<file path="config.mk">
export PLATFORM = sky130hd
export DESIGN_NAME = field_window_level_detector_core
export DESIGN_NICKNAME = d
export VERILOG_FILES = /design/src/rtl/fwld_pkg.sv /design/src/rtl/field_window_level_detector_core.sv
export SDC_FILE = /design/constraint.sdc
export NUM_CORES = 2
export LEC_CHECK = 0
export ABC_CLOCK_PERIOD_IN_PS = 16700
export BUFFER_PORTS_ARGS = -buffer_cell sky130_fd_sc_hd__buf_2
export CAP_MARGIN = 20
export CORE_ASPECT_RATIO = 0.6
export CORE_UTILIZATION = 35
export DETAILED_ROUTE_END_ITERATION = 10
export GPL_TIMING_DRIVEN = 1
export MAX_ROUTING_LAYER = met4
export PLACE_DENSITY = 0.48
export SLEW_MARGIN = 20
export SYNTH_ARGS = -nofsm -noshare
export SYNTH_HDL_FRONTEND = slang
export SYNTH_SLANG_ARGS = --single-unit
</file>
<file path="constraint.sdc">
create_clock -name clk -period 16.7 [get_ports clk]
set_clock_uncertainty 0.15 [all_clocks]
set_input_delay 3.34 -clock clk [delete_from_list [all_inputs] [get_ports clk]]
set_output_delay 3.34 -clock clk [all_outputs]
set_load 0.05 [all_outputs]
</file>
<file path="src/rtl/fwld_pkg.sv">
// Shared types and constants for the field window level detector.
// Holds the sample and result word layouts and the result kind codes.
// No dependencies.
package fwld_pkg;

    // sample and level widths
    localparam int MV_W   = 12;
    localparam int BAND_W = 13;

    // default sizing
    localparam int CAL_WINDOWS_DEF        = 12;
    localparam int MAX_WINDOW_SAMPLES_DEF = 4096;

    // deadband offset added after scaling the largest excess
    localparam int BAND_OFFSET = 5;

    // opcodes
    localparam logic OP_MEASURE   = 1'b0;
    localparam logic OP_CALIBRATE = 1'b1;

    // result kinds
    localparam logic [1:0] KIND_MEAS      = 2'd0;
    localparam logic [1:0] KIND_CAL_STORED = 2'd1;
    localparam logic [1:0] KIND_CAL_DONE  = 2'd2;

    // input word
    typedef struct packed {
        logic              opcode;
        logic [MV_W-1:0]   sample_mv;
        logic              window_last;
    } sample_t;

    // output word
    typedef struct packed {
        logic [1:0]        kind;
        logic [MV_W-1:0]   field_level;
        logic [MV_W-1:0]   window_mean;
        logic [MV_W-1:0]   window_swing;
        logic [MV_W-1:0]   peak_level;
        logic [MV_W-1:0]   base_mean_out;
        logic [MV_W-1:0]   base_swing_out;
        logic [BAND_W-1:0] dead_band_out;
    } result_t;

endpackage

</file>
<file path="src/rtl/field_window_level_detector_core.sv">
// Field window level detector: window statistics, level, peak and calibration.
// Top level; one module with the calibration store and a serial mean divider.
// Depends on fwld_pkg.
//
// Usage
//   Input channel (sample_valid / sample_stall / sample) carries one ADC word per
//   handshake; window_last closes a window, and opcode on that word selects a
//   measurement or a calibration window. Output channel (result_valid /
//   result_stall / result) carries one word per closed window.
//   A word without window_last is taken and only updates the accumulators. A
//   closing word runs the mean through a restoring divider, one quotient bit
//   per cycle. A measurement window then passes ST_LVL1 and ST_LVL2, and a
//   stored calibration window ST_CWR, before ST_OUT loads the output register
//   and result_valid rises. The closing calibration window adds two walks over
//   the calibration memory (ST_CSUM, ST_CMAX) and two reciprocal multiplies
//   (ST_CDIVM, ST_CDIVS), then sets the deadband in ST_CBAND.
//   sample_stall is high from a window end until its word enters the output
//   register; while the receiver stalls, that window end holds the input.
//   Reset clears accumulators, baselines, deadband and peak, not the memory.
module field_window_level_detector_core #(
    parameter int CAL_WINDOWS        = fwld_pkg::CAL_WINDOWS_DEF,
    parameter int MAX_WINDOW_SAMPLES = fwld_pkg::MAX_WINDOW_SAMPLES_DEF
) (
    input  logic              clk,
    input  logic              rst_n,
    input  logic              sample_valid,
    output logic              sample_stall,
    input  fwld_pkg::sample_t sample,
    output logic              result_valid,
    input  logic              result_stall,
    output fwld_pkg::result_t result
);
    import fwld_pkg::*;

    // derived sizes
    localparam int CNT_W   = $clog2(MAX_WINDOW_SAMPLES + 1);
    localparam int SUM_W   = CNT_W + MV_W;
    localparam int IDX_W   = (CAL_WINDOWS > 1) ? $clog2(CAL_WINDOWS) : 1;
    localparam int STEP_W  = $clog2(CAL_WINDOWS + 1);
    localparam int CSUM_W  = MV_W + STEP_W;
    localparam int DIV_W   = SUM_W;
    localparam int DVS_W   = CNT_W;
    localparam int DCNT_W  = $clog2(DIV_W);
    localparam int EXC_W   = MV_W + 1;
    localparam int NET_W   = EXC_W + 2;

    // reciprocal for the division of the calibration sums by CAL_WINDOWS
    localparam int CDIV_SH = CSUM_W + $clog2(CAL_WINDOWS);
    localparam int CDIV_MW = CSUM_W + 1;
    localparam int CDIV_M  = ((1 << CDIV_SH) + CAL_WINDOWS - 1) / CAL_WINDOWS;
    localparam int PROD_W  = CSUM_W + CDIV_MW;

    typedef enum logic [3:0] {
        ST_IDLE,
        ST_WDIV,
        ST_LVL1,
        ST_LVL2,
        ST_CWR,
        ST_CSUM,
        ST_CDIVM,
        ST_CDIVS,
        ST_CMAX,
        ST_CBAND,
        ST_OUT
    } state_t;

    state_t                    state_reg;

    // window accumulators
    logic [SUM_W-1:0]          win_sum_reg;
    logic [CNT_W-1:0]          win_count_reg;
    logic [MV_W-1:0]           win_min_reg;
    logic [MV_W-1:0]           win_max_reg;

    // calibration and level state
    logic [IDX_W-1:0]          cal_index_reg;
    logic [MV_W-1:0]           base_mean_reg;
    logic [MV_W-1:0]           base_swing_reg;
    logic [BAND_W-1:0]         dead_band_reg;
    logic [MV_W-1:0]           peak_reg;

    // per-window working registers
    logic                      op_reg;
    logic [MV_W-1:0]           mean_reg;
    logic [MV_W-1:0]           swing_reg;
    logic [MV_W-1:0]           level_reg;
    logic [1:0]                kind_reg;
    logic signed [EXC_W-1:0]   exc_reg;

    // calibration walk
    logic [STEP_W-1:0]         step_reg;
    logic [CSUM_W-1:0]         msum_reg;
    logic [CSUM_W-1:0]         ssum_reg;
    logic [MV_W-1:0]           band_reg;

    // serial divider
    logic [DIV_W-1:0]          div_quo_reg;
    logic [DVS_W-1:0]          div_rem_reg;
    logic [DVS_W-1:0]          div_dvs_reg;
    logic [DCNT_W-1:0]         div_cnt_reg;

    // output register
    logic                      result_valid_reg;
    result_t                   result_reg;

    // calibration memory: {mean, swing} per window
    logic [2*MV_W-1:0]         cal_mem [CAL_WINDOWS];
    logic [2*MV_W-1:0]         rd_data_reg;
    logic [IDX_W-1:0]          mem_raddr;
    logic                      mem_we;

    // ------------------------------------------------------------------
    // Accumulator update for the incoming word
    logic                      smp_take;
    logic                      in_fire;
    logic [SUM_W-1:0]          sum_upd;
    logic [CNT_W-1:0]          cnt_upd;
    logic [MV_W-1:0]           min_upd;
    logic [MV_W-1:0]           max_upd;
    logic [MV_W-1:0]           swing_upd;

    assign in_fire  = sample_valid && !sample_stall;
    assign smp_take = (win_count_reg < CNT_W'(MAX_WINDOW_SAMPLES));

    always_comb
    begin
        sum_upd = win_sum_reg;
        cnt_upd = win_count_reg;
        min_upd = win_min_reg;
        max_upd = win_max_reg;
        if (smp_take)
        begin
            sum_upd = win_sum_reg + SUM_W'(sample.sample_mv);
            cnt_upd = win_count_reg + CNT_W'(1);
            if (sample.sample_mv < win_min_reg)
                min_upd = sample.sample_mv;
            if (sample.sample_mv > win_max_reg)
                max_upd = sample.sample_mv;
        end
        swing_upd = (max_upd >= min_upd) ? (max_upd - min_upd) : '0;
    end

    // ------------------------------------------------------------------
    // Divider step: one quotient bit per cycle
    logic [DVS_W:0]            div_rem_sh;
    logic                      div_ge;
    logic [DVS_W-1:0]          div_rem_next;
    logic [DIV_W-1:0]          div_quo_next;
    logic                      div_done;
    logic [MV_W-1:0]           div_result;

    always_comb
    begin
        div_rem_sh   = {div_rem_reg, div_quo_reg[DIV_W-1]};
        div_ge       = (div_rem_sh >= {1'b0, div_dvs_reg});
        div_rem_next = div_ge ? DVS_W'(div_rem_sh - {1'b0, div_dvs_reg})
                              : div_rem_sh[DVS_W-1:0];
        div_quo_next = {div_quo_reg[DIV_W-2:0], div_ge};
        div_done     = (div_cnt_reg == DCNT_W'(DIV_W - 1));
        div_result   = div_quo_next[MV_W-1:0];
    end

    // ------------------------------------------------------------------
    // Measurement level arithmetic
    logic signed [EXC_W-1:0]   lvl_dm;
    logic signed [EXC_W-1:0]   lvl_dp;
    logic signed [NET_W-1:0]   lvl_net;
    logic [MV_W-1:0]           lvl_level;

    always_comb
    begin
        lvl_dm  = $signed({1'b0, mean_reg})  - $signed({1'b0, base_mean_reg});
        lvl_dp  = $signed({1'b0, swing_reg}) - $signed({1'b0, base_swing_reg});
        lvl_net = $signed({{2{exc_reg[EXC_W-1]}}, exc_reg})
                - $signed({2'b00, dead_band_reg});
        if (lvl_net < 0)
            lvl_level = '0;
        else if (lvl_net > $signed(NET_W'(2**MV_W - 1)))
            lvl_level = '1;
        else
            lvl_level = lvl_net[MV_W-1:0];
    end

    // ------------------------------------------------------------------
    // Calibration walk arithmetic on the word read from memory
    logic [MV_W-1:0]           rd_mean;
    logic [MV_W-1:0]           rd_swing;
    logic [CSUM_W-1:0]         msum_add;
    logic [CSUM_W-1:0]         ssum_add;
    logic signed [EXC_W-1:0]   cal_dm;
    logic signed [EXC_W-1:0]   cal_dp;
    logic signed [EXC_W-1:0]   cal_d;
    logic                      step_last;
    logic [BAND_W-1:0]         band_scaled;
    logic [CSUM_W-1:0]         cdiv_in;
    logic [PROD_W-1:0]         cdiv_prod;
    logic [MV_W-1:0]           cdiv_quo;

    always_comb
    begin
        rd_mean     = rd_data_reg[2*MV_W-1:MV_W];
        rd_swing    = rd_data_reg[MV_W-1:0];
        msum_add    = msum_reg + CSUM_W'(rd_mean);
        ssum_add    = ssum_reg + CSUM_W'(rd_swing);
        cal_dm      = $signed({1'b0, rd_mean})  - $signed({1'b0, base_mean_reg});
        cal_dp      = $signed({1'b0, rd_swing}) - $signed({1'b0, base_swing_reg});
        cal_d       = (cal_dm > cal_dp) ? cal_dm : cal_dp;
        step_last   = (step_reg == STEP_W'(CAL_WINDOWS));
        band_scaled = BAND_W'(band_reg) + BAND_W'(band_reg >> 1)
                    + BAND_W'(BAND_OFFSET);
        mem_raddr   = (step_reg < STEP_W'(CAL_WINDOWS)) ? step_reg[IDX_W-1:0] : '0;
        mem_we      = (state_reg == ST_CWR);
        // sum / CAL_WINDOWS, exact for every sum that fits CSUM_W bits
        cdiv_in     = (state_reg == ST_CDIVS) ? ssum_reg : msum_reg;
        cdiv_prod   = PROD_W'(cdiv_in) * PROD_W'(CDIV_M);
        cdiv_quo    = cdiv_prod[CDIV_SH +: MV_W];
    end

    // ------------------------------------------------------------------
    // Calibration memory, one write and one registered read port
    always_ff @(posedge clk)
    begin
        if (mem_we)
            cal_mem[cal_index_reg] <= {mean_reg, swing_reg};
        rd_data_reg <= cal_mem[mem_raddr];
    end

    // ------------------------------------------------------------------
    // Sequencer, accumulators and output register
    always_ff @(posedge clk or negedge rst_n)
    begin
        if (!rst_n)
        begin
            state_reg        <= ST_IDLE;
            win_sum_reg      <= '0;
            win_count_reg    <= '0;
            win_min_reg      <= '1;
            win_max_reg      <= '0;
            cal_index_reg    <= '0;
            base_mean_reg    <= '0;
            base_swing_reg   <= '0;
            dead_band_reg    <= '0;
            peak_reg         <= '0;
            result_valid_reg <= 1'b0;
        end
        else
        begin
            // output word taken; ST_OUT refills the register itself
            if (result_valid_reg && !result_stall && (state_reg != ST_OUT))
                result_valid_reg <= 1'b0;

            case (state_reg)
                ST_IDLE:
                begin
                    if (in_fire)
                    begin
                        if (sample.window_last)
                        begin
                            op_reg        <= sample.opcode;
                            swing_reg     <= swing_upd;
                            div_quo_reg   <= DIV_W'(sum_upd);
                            div_rem_reg   <= '0;
                            div_dvs_reg   <= DVS_W'(cnt_upd);
                            div_cnt_reg   <= '0;
                            win_sum_reg   <= '0;
                            win_count_reg <= '0;
                            win_min_reg   <= '1;
                            win_max_reg   <= '0;
                            state_reg     <= ST_WDIV;
                        end
                        else
                        begin
                            win_sum_reg   <= sum_upd;
                            win_count_reg <= cnt_upd;
                            win_min_reg   <= min_upd;
                            win_max_reg   <= max_upd;
                        end
                    end
                end

                // window mean
                ST_WDIV:
                begin
                    div_quo_reg <= div_quo_next;
                    div_rem_reg <= div_rem_next;
                    div_cnt_reg <= div_cnt_reg + DCNT_W'(1);
                    if (div_done)
                    begin
                        mean_reg  <= div_result;
                        state_reg <= (op_reg == OP_CALIBRATE) ? ST_CWR : ST_LVL1;
                    end
                end

                // larger excess over the baselines
                ST_LVL1:
                begin
                    exc_reg   <= (lvl_dm > lvl_dp) ? lvl_dm : lvl_dp;
                    state_reg <= ST_LVL2;
                end

                // net level, peak, abandon partial calibration
                ST_LVL2:
                begin
                    level_reg     <= lvl_level;
                    if (lvl_level > peak_reg)
                        peak_reg  <= lvl_level;
                    cal_index_reg <= '0;
                    kind_reg      <= KIND_MEAS;
                    state_reg     <= ST_OUT;
                end

                // store one calibration window (memory write in this state)
                ST_CWR:
                begin
                    level_reg <= '0;
                    if (cal_index_reg == IDX_W'(CAL_WINDOWS - 1))
                    begin
                        cal_index_reg <= '0;
                        step_reg      <= '0;
                        msum_reg      <= '0;
                        ssum_reg      <= '0;
                        state_reg     <= ST_CSUM;
                    end
                    else
                    begin
                        cal_index_reg <= cal_index_reg + IDX_W'(1);
                        kind_reg      <= KIND_CAL_STORED;
                        state_reg     <= ST_OUT;
                    end
                end

                // sum the stored means and swings
                ST_CSUM:
                begin
                    step_reg <= step_reg + STEP_W'(1);
                    if (step_reg != '0)
                    begin
                        msum_reg <= msum_add;
                        ssum_reg <= ssum_add;
                    end
                    if (step_last)
                        state_reg <= ST_CDIVM;
                end

                // baseline mean
                ST_CDIVM:
                begin
                    base_mean_reg <= cdiv_quo;
                    state_reg     <= ST_CDIVS;
                end

                // baseline swing
                ST_CDIVS:
                begin
                    base_swing_reg <= cdiv_quo;
                    step_reg       <= '0;
                    band_reg       <= '0;
                    state_reg      <= ST_CMAX;
                end

                // largest excess over the new baselines
                ST_CMAX:
                begin
                    step_reg <= step_reg + STEP_W'(1);
                    if ((step_reg != '0) && (cal_d > $signed({1'b0, band_reg})))
                        band_reg <= cal_d[MV_W-1:0];
                    if (step_last)
                        state_reg <= ST_CBAND;
                end

                ST_CBAND:
                begin
                    dead_band_reg <= band_scaled;
                    peak_reg      <= '0;
                    kind_reg      <= KIND_CAL_DONE;
                    state_reg     <= ST_OUT;
                end

                // hand the word to the output register once it is free
                ST_OUT:
                begin
                    if (!result_valid_reg || !result_stall)
                    begin
                        result_reg.kind           <= kind_reg;
                        result_reg.field_level    <= level_reg;
                        result_reg.window_mean    <= mean_reg;
                        result_reg.window_swing   <= swing_reg;
                        result_reg.peak_level     <= peak_reg;
                        result_reg.base_mean_out  <= base_mean_reg;
                        result_reg.base_swing_out <= base_swing_reg;
                        result_reg.dead_band_out  <= dead_band_reg;
                        result_valid_reg          <= 1'b1;
                        state_reg                 <= ST_IDLE;
                    end
                end

                default:
                begin
                    state_reg <= ST_IDLE;
                end
            endcase
        end
    end

    assign sample_stall = (state_reg != ST_IDLE);
    assign result_valid = result_valid_reg;
    assign result       = result_reg;

    // ------------------------------------------------------------------
    // Checks
    a_cal_index_range: assert property (@(posedge clk) disable iff (!rst_n)
        cal_index_reg <= IDX_W'(CAL_WINDOWS - 1))
        else $error("calibration index past last entry");

    a_count_range: assert property (@(posedge clk) disable iff (!rst_n)
        win_count_reg <= CNT_W'(MAX_WINDOW_SAMPLES))
        else $error("window count past its limit");

    a_close_stalls: assert property (@(posedge clk) disable iff (!rst_n)
        in_fire && sample.window_last |=> sample_stall)
        else $error("window end did not stall the input");

    a_kind_legal: assert property (@(posedge clk) disable iff (!rst_n)
        result_valid_reg |-> (result_reg.kind == KIND_MEAS ||
                              result_reg.kind == KIND_CAL_STORED ||
                              result_reg.kind == KIND_CAL_DONE))
        else $error("illegal result kind");

    a_cal_level_zero: assert property (@(posedge clk) disable iff (!rst_n)
        result_valid_reg && (result_reg.kind != KIND_MEAS)
            |-> (result_reg.field_level == '0))
        else $error("nonzero level on a calibration result");

    a_cal_done_clears_peak: assert property (@(posedge clk) disable iff (!rst_n)
        $rose(result_valid_reg) && (result_reg.kind == KIND_CAL_DONE)
            |-> (result_reg.peak_level == '0))
        else $error("peak not cleared by finished calibration");

endmodule
</file>
## Word level (Yosys, flattened, before mapping)

Memories as Yosys holds them, arrays and structs flattened. A register that Yosys moved wholly into a read port is not among the register bits.
Index checks and enable logic that the tools add are counted.

| cells by class | value |
|---|---|
| add/sub/neg operators | 16 |
| multiply operators | 1 |
| order comparisons | 12 |
| eq/ne operators | 25 |
| mux-type cells | 56 |
| reductions and logical operators | 33 |

Operators by type and width:

| operator | number |
|---|---|
| 12-bit two-way mux | 10 |
| 25-bit two-way mux | 4 |
| 13-bit two-way mux | 7 |
| 12-bit one-hot mux with 2 select lines | 3 |
| 16-bit two-way mux | 4 |
| 16-bit one-hot mux with 2 select lines | 2 |
| 12-bit by 12-bit subtractor with 13-bit output | 4 |
| 25-bit one-hot mux with 2 select lines | 1 |
| 4-bit two-way mux | 10 |
| 4-bit one-hot mux with 10 select lines | 1 |
| 13-bit > comparator | 3 |
| 16-bit by 12-bit adder with 16-bit output | 2 |
| 16-bit by 16-bit multiplier with 31-bit output, second input constant | 1 |
| 13-bit one-hot mux with 2 select lines | 1 |
| 25-bit by 12-bit adder with 25-bit output | 1 |
| 12-bit > comparator | 2 |
| 4-bit == test, second input constant | 5 |
| 2-bit inequality test, second input constant | 10 |
| 4-bit by 3-bit == test with 1-bit output, second input constant | 4 |
| 15-bit by 13-bit > comparator with 1-bit output, second input constant | 1 |
| 15-bit by 1-bit less-than comparator with 1-bit output, second input constant | 1 |
| 3-bit AND reduction | 5 |
| 13-bit by 14-bit subtractor with 15-bit output | 1 |
| 14-bit by 13-bit >= comparator with 1-bit output | 1 |
| 35 further kinds | 59 |

| storage, ports and cells | value |
|---|---|
| register bits | 363 |
| bits in writable memories | 288 |
| output and inout bits | 89 |
| memories | 1 |

Memories:

| memory | depth | width | rd ports | clocked after memory_dff | write ports | line | RTL |
|---|---|---|---|---|---|---|---|
| cal_mem | 12 | 24 | 1 | 1 | 1 | field_window_level_detector_core.sv:107 | `logic [2*MV_W-1:0] cal_mem [CAL_WINDOWS];` |

## Longest topological paths before layout

| depth | value |
|---|---|
| word-level depth | 7 |
| depth in mapped cells | 29 |
| gate-level depth less buffers | 28 |

## Worst setup path after synthesis

OpenSTA, ideal clock, no wires.

| path | value |
|---|---|
| path kind | input-to-reg |
| start | input rst_n |
| end | register msum_reg[0] (enable) |
| setup time | 0.595 ns |
| data arrival time | 8.424 ns |
| slack | 7.531 ns |
| stages on the path | 2 |
| cell sequence | nand2_1 -> a2111oi_0 |

| on the way | value |
|---|---|
| word-level cells in the longest chain between the ends | 1 |

Ends and longest elaborated chain:

| element | line | RTL |
|---|---|---|
| from (decl) | field_window_level_detector_core.sv:25 | `input logic rst_n,` |
| 4-bit AND reduction (no source line) | n/a |  |
| to (signal assigned) | field_window_level_detector_core.sv:338 | `msum_reg <= msum_add;` |
| to (decl) | field_window_level_detector_core.sv:92 | `logic [CSUM_W-1:0] msum_reg;` |

No other way between the ends.
A chain may end at the register's enable or synchronous reset.

## Worst setup path in the final report

| path | value |
|---|---|
| start | input sample[2] in the netlist's numbering |
| end | register swing_reg[4] (data pin) |

| on the way | value |
|---|---|
| word-level cells in the longest chain between the ends | 4 |

Ends and longest elaborated chain:

| element | line | RTL |
|---|---|---|
| from (decl) | field_window_level_detector_core.sv:28 | `input fwld_pkg::sample_t sample,` |
| 12-bit > comparator or 12-bit less-than comparator (tied branches) | field_window_level_detector_core.sv:137, field_window_level_detector_core.sv:135 |  |
| 12-bit two-way mux, on equally long branches | field_window_level_detector_core.sv:137, field_window_level_detector_core.sv:135 |  |
| 12-bit two-way mux | field_window_level_detector_core.sv:131 | `if (smp_take)` |
| 12-bit subtractor or 12-bit >= comparator (tied branches) | field_window_level_detector_core.sv:140 | `swing_upd = (max_upd >= min_upd) ? (max_upd - min_upd) : '0;` |
| to (signal assigned) | field_window_level_detector_core.sv:260 | `swing_reg <= swing_upd;` |
| to (decl) | field_window_level_detector_core.sv:85 | `logic [MV_W-1:0] swing_reg;` |

Several ways; a longest one is shown, not always the timed one.

==> flow_summary.toml <==
[status]
status = "completed"

[timing]
maxSlewViolCount = 0
worst_pin_slew_ps = 1135
period_minus_slack_ps = 7855
max_freq_mhz = 127.3
finalSetupTns_ps = 0
post-route-period-util = 0.4703
final-hold-violation-count = 0
rsz0062_at_grt = "no"
whs_ps = 269.0
relSlewSlack = 0.2417
setup_viol = 0

[critical_path]
cp.arrival_ps = 8210
startpoint_type = "primary input"
critPathKind = "in2reg"
end_kind = "flip-flop"
required_ps = 17050
cp_max_fo = 14

[floorplanning]
ios = 107
initial_core_util = 0.3553
die_h_um = 255.7
fp.dieArea_um2 = 108600
core_area_um2 = 105700
num_rows = 92
die_x_um = 424.8

[pwr]
worst_ir_drop_vdd_v = 0.0001352
leakage_nw = 17.37
power.density_nw_per_um2 = 171.8

[grt]
grt_pass1_wl_um = 159600
grt_max_degree = 61
grt.total_usage = 0.2018
grt.overflow.total = 0
first_global_vias = 23700
antenna_found_initial = 9

[clock_tree]
cts.clk_slew.worst_paths_ps = 60
root_buffer = "clkbuf_16"
clock_sinks = 675
cts_buffers = 68
clk_latency_ps = 670
cts_hold_buffers = 0
cts_buffer_depth = 3
cts_resized = 0
cts_tree = "built"
htree_levels = 3
post_cts_buffers = 0

[cells_and_area]
final_common_cell = "edfxtp_1"
largest_reg_flops = 288
drive_above_1_share = 0.09810
nNetsFinal = 3821
area_delta_synth_final_pct = 12.40
layout_common_cells = "531 x edfxtp_1, 350 x ha_1, 324 x nand2_1"

[drt]
drtIter0Drc = 1925
drtAntennaViolNets = 0
drtPass1Iterations = 5
post_drt_wl_per_cell_um = 21.97
wirelength_um = 106100
vias_per_cell = 5.144
vias = 24840
remaining_drc_errors = 0

[synth]
synth_cell_types = 75
yosys_warnings = 0
netlist_area_um2 = 37550
synth_top_flop_cell = "edfxtp_1"
syn_nets = 3705
synth-async-reset-ratio = 0.1778
avgSynthCellArea_um2 = 11.57
ys_ff_latch = 675
syn-instance-count = 3245
ys_seq_area_frac = 0.5178
synth_edf_count = 531

[run]
maxCapViolCount = 0

[placed_design]
hpwl_um = 75240
portBuffers = 106
gp_congestion = 0.8633

[worst_hold_path]
hold_path_class = "reg2reg"
## worst paths after layout
check                             start                 to  slack (ps)  cells past startpoint
min                         kind_reg[1]         result[86]         270                      0
max reg2reg                state_reg[3]  base_mean_reg[11]        8950                     23
min reg2reg                 kind_reg[1]         result[86]         270                      0
max                           sample[2]       swing_reg[4]        8850                     22
min in group asynchronous         rst_n   cal_index_reg[2]        2500                      1
max in group asynchronous         rst_n   win_count_reg[2]       12820                      2
## logic make-up (layout without fill, tap and decap cells)
family,Yosys count,in the layout,share of synthesized area
muxes,82,82,0.02283
AOI/OAI and AO/OA,720,720,0.1246
buffers and inverters,423,593,0.04272
other,0,3,0
and+or+nand+nor,753,753,0.09131
xor gates and xnor gates,149,149,0.03476
adders and majority gates,443,443,0.1660
DFF,675,675,0.5178
## stage by stage
stage | area, um^2 | setup slack [ps] | instances | util | total power, W
4_1_cts | 42200 | 8902 | 4825 | 0.3993 | 0.007280
2_1_floorplan | 37550 | 7531 | 3245 | - | 0.004638
3_3_place_gp | 39860 | 8193 | 4700 | 0.3773 | 0.005646
3_5_place_dp | 39880 | 8173 | 4701 | 0.3774 | 0.005628
5_1_grt | 42200 | 8432 | 4827 | 0.3994 | 0.007757
6_report | 42200 | 8845 | 4828 | 0.3994 | 0.007249
## per-layer routing
metal | global-route usage | vias up | wire length, um
met2 | 0.2454 | 641 | 39450
met3 | 0.04540 | 87 | 7557
met4 | 0.03967 | 0 | 1474
met1 | 0.3280 | 12110 | 57590
li1 | - | 11990 | -
met5 | - | - | 0
## area by class of cell
cell class	instances	area, um^2
flip-flops and latches	675	19440
multi-input cells	2147	16580
diodes	3	7.507
clock buffers	85	1826
inverters	313	1175
well taps	1410	1764
clock inverters	39	489.2
repair buffers	156	919.6
fillers	10230	63470
## cell usage after synthesis, types with 6 or more instances
master	count	area share
o211ai_1	7	0.0014
and2_1	22	0.0037
a211oi_1	35	0.0070
or2_2	8	0.0013
dfstp_2	12	0.0084
mux2i_1	53	0.014
a22o_1	20	0.0047
a21o_1	51	0.010
a311oi_1	49	0.011
dfrtp_1	108	0.072
o21ai_0	155	0.021
o41ai_1	6	0.0014
o22a_1	12	0.0028
edfxtp_1	531	0.42
nor3b_1	7	0.0014
o21bai_1	19	0.0038
a21oi_1	161	0.021
nand2_1	326	0.033
dfxtp_1	24	0.013
nor3_1	47	0.0063
ha_1	350	0.12
o21ai_1	8	0.0011
nand3_1	41	0.0055
xor2_1	53	0.012
nor2b_1	52	0.0087
o22ai_1	78	0.013
o31ai_1	9	0.0018
inv_1	311	0.031
mux2_2	29	0.0087
fa_1	92	0.049
a211o_1	6	0.0014
clkbuf_1	103	0.010
xnor2_1	96	0.022
a41o_1	7	0.0019
or3_1	7	0.0012
nand4_1	20	0.0033
nor2_1	154	0.015
nand2b_1	30	0.0050
and3_1	25	0.0042
a31oi_1	39	0.0065
o21a_1	17	0.0034
## critical path: stages
cell and delay (ps):
buf_2 160, ha_1 300, a21o_1 160, a21o_1 170, a21o_1 170, a21oi_1 160
o21ai_0 100, a31oi_1 180, o21a_1 640, mux2_2 420, ha_1 210, fa_1 380
nor2b_1 160, o21ai_0 110, a21boi_0 260, o21ai_0 110, nand2b_1 110, a21o_1 120
a21o_1 140, a31oi_1 120, a211o_1 440, nor3_1 230
## where the power goes
group          total [W]  switching, W  leakage [nW]  internal (W)
clock network    0.00162      0.000714          1.12      0.000901
logic            0.00335       0.00204          9.60       0.00130
registers        0.00228      0.000204          6.64       0.00208
total            0.00725       0.00296          17.4       0.00429
(Power assumes the default switching activity.)
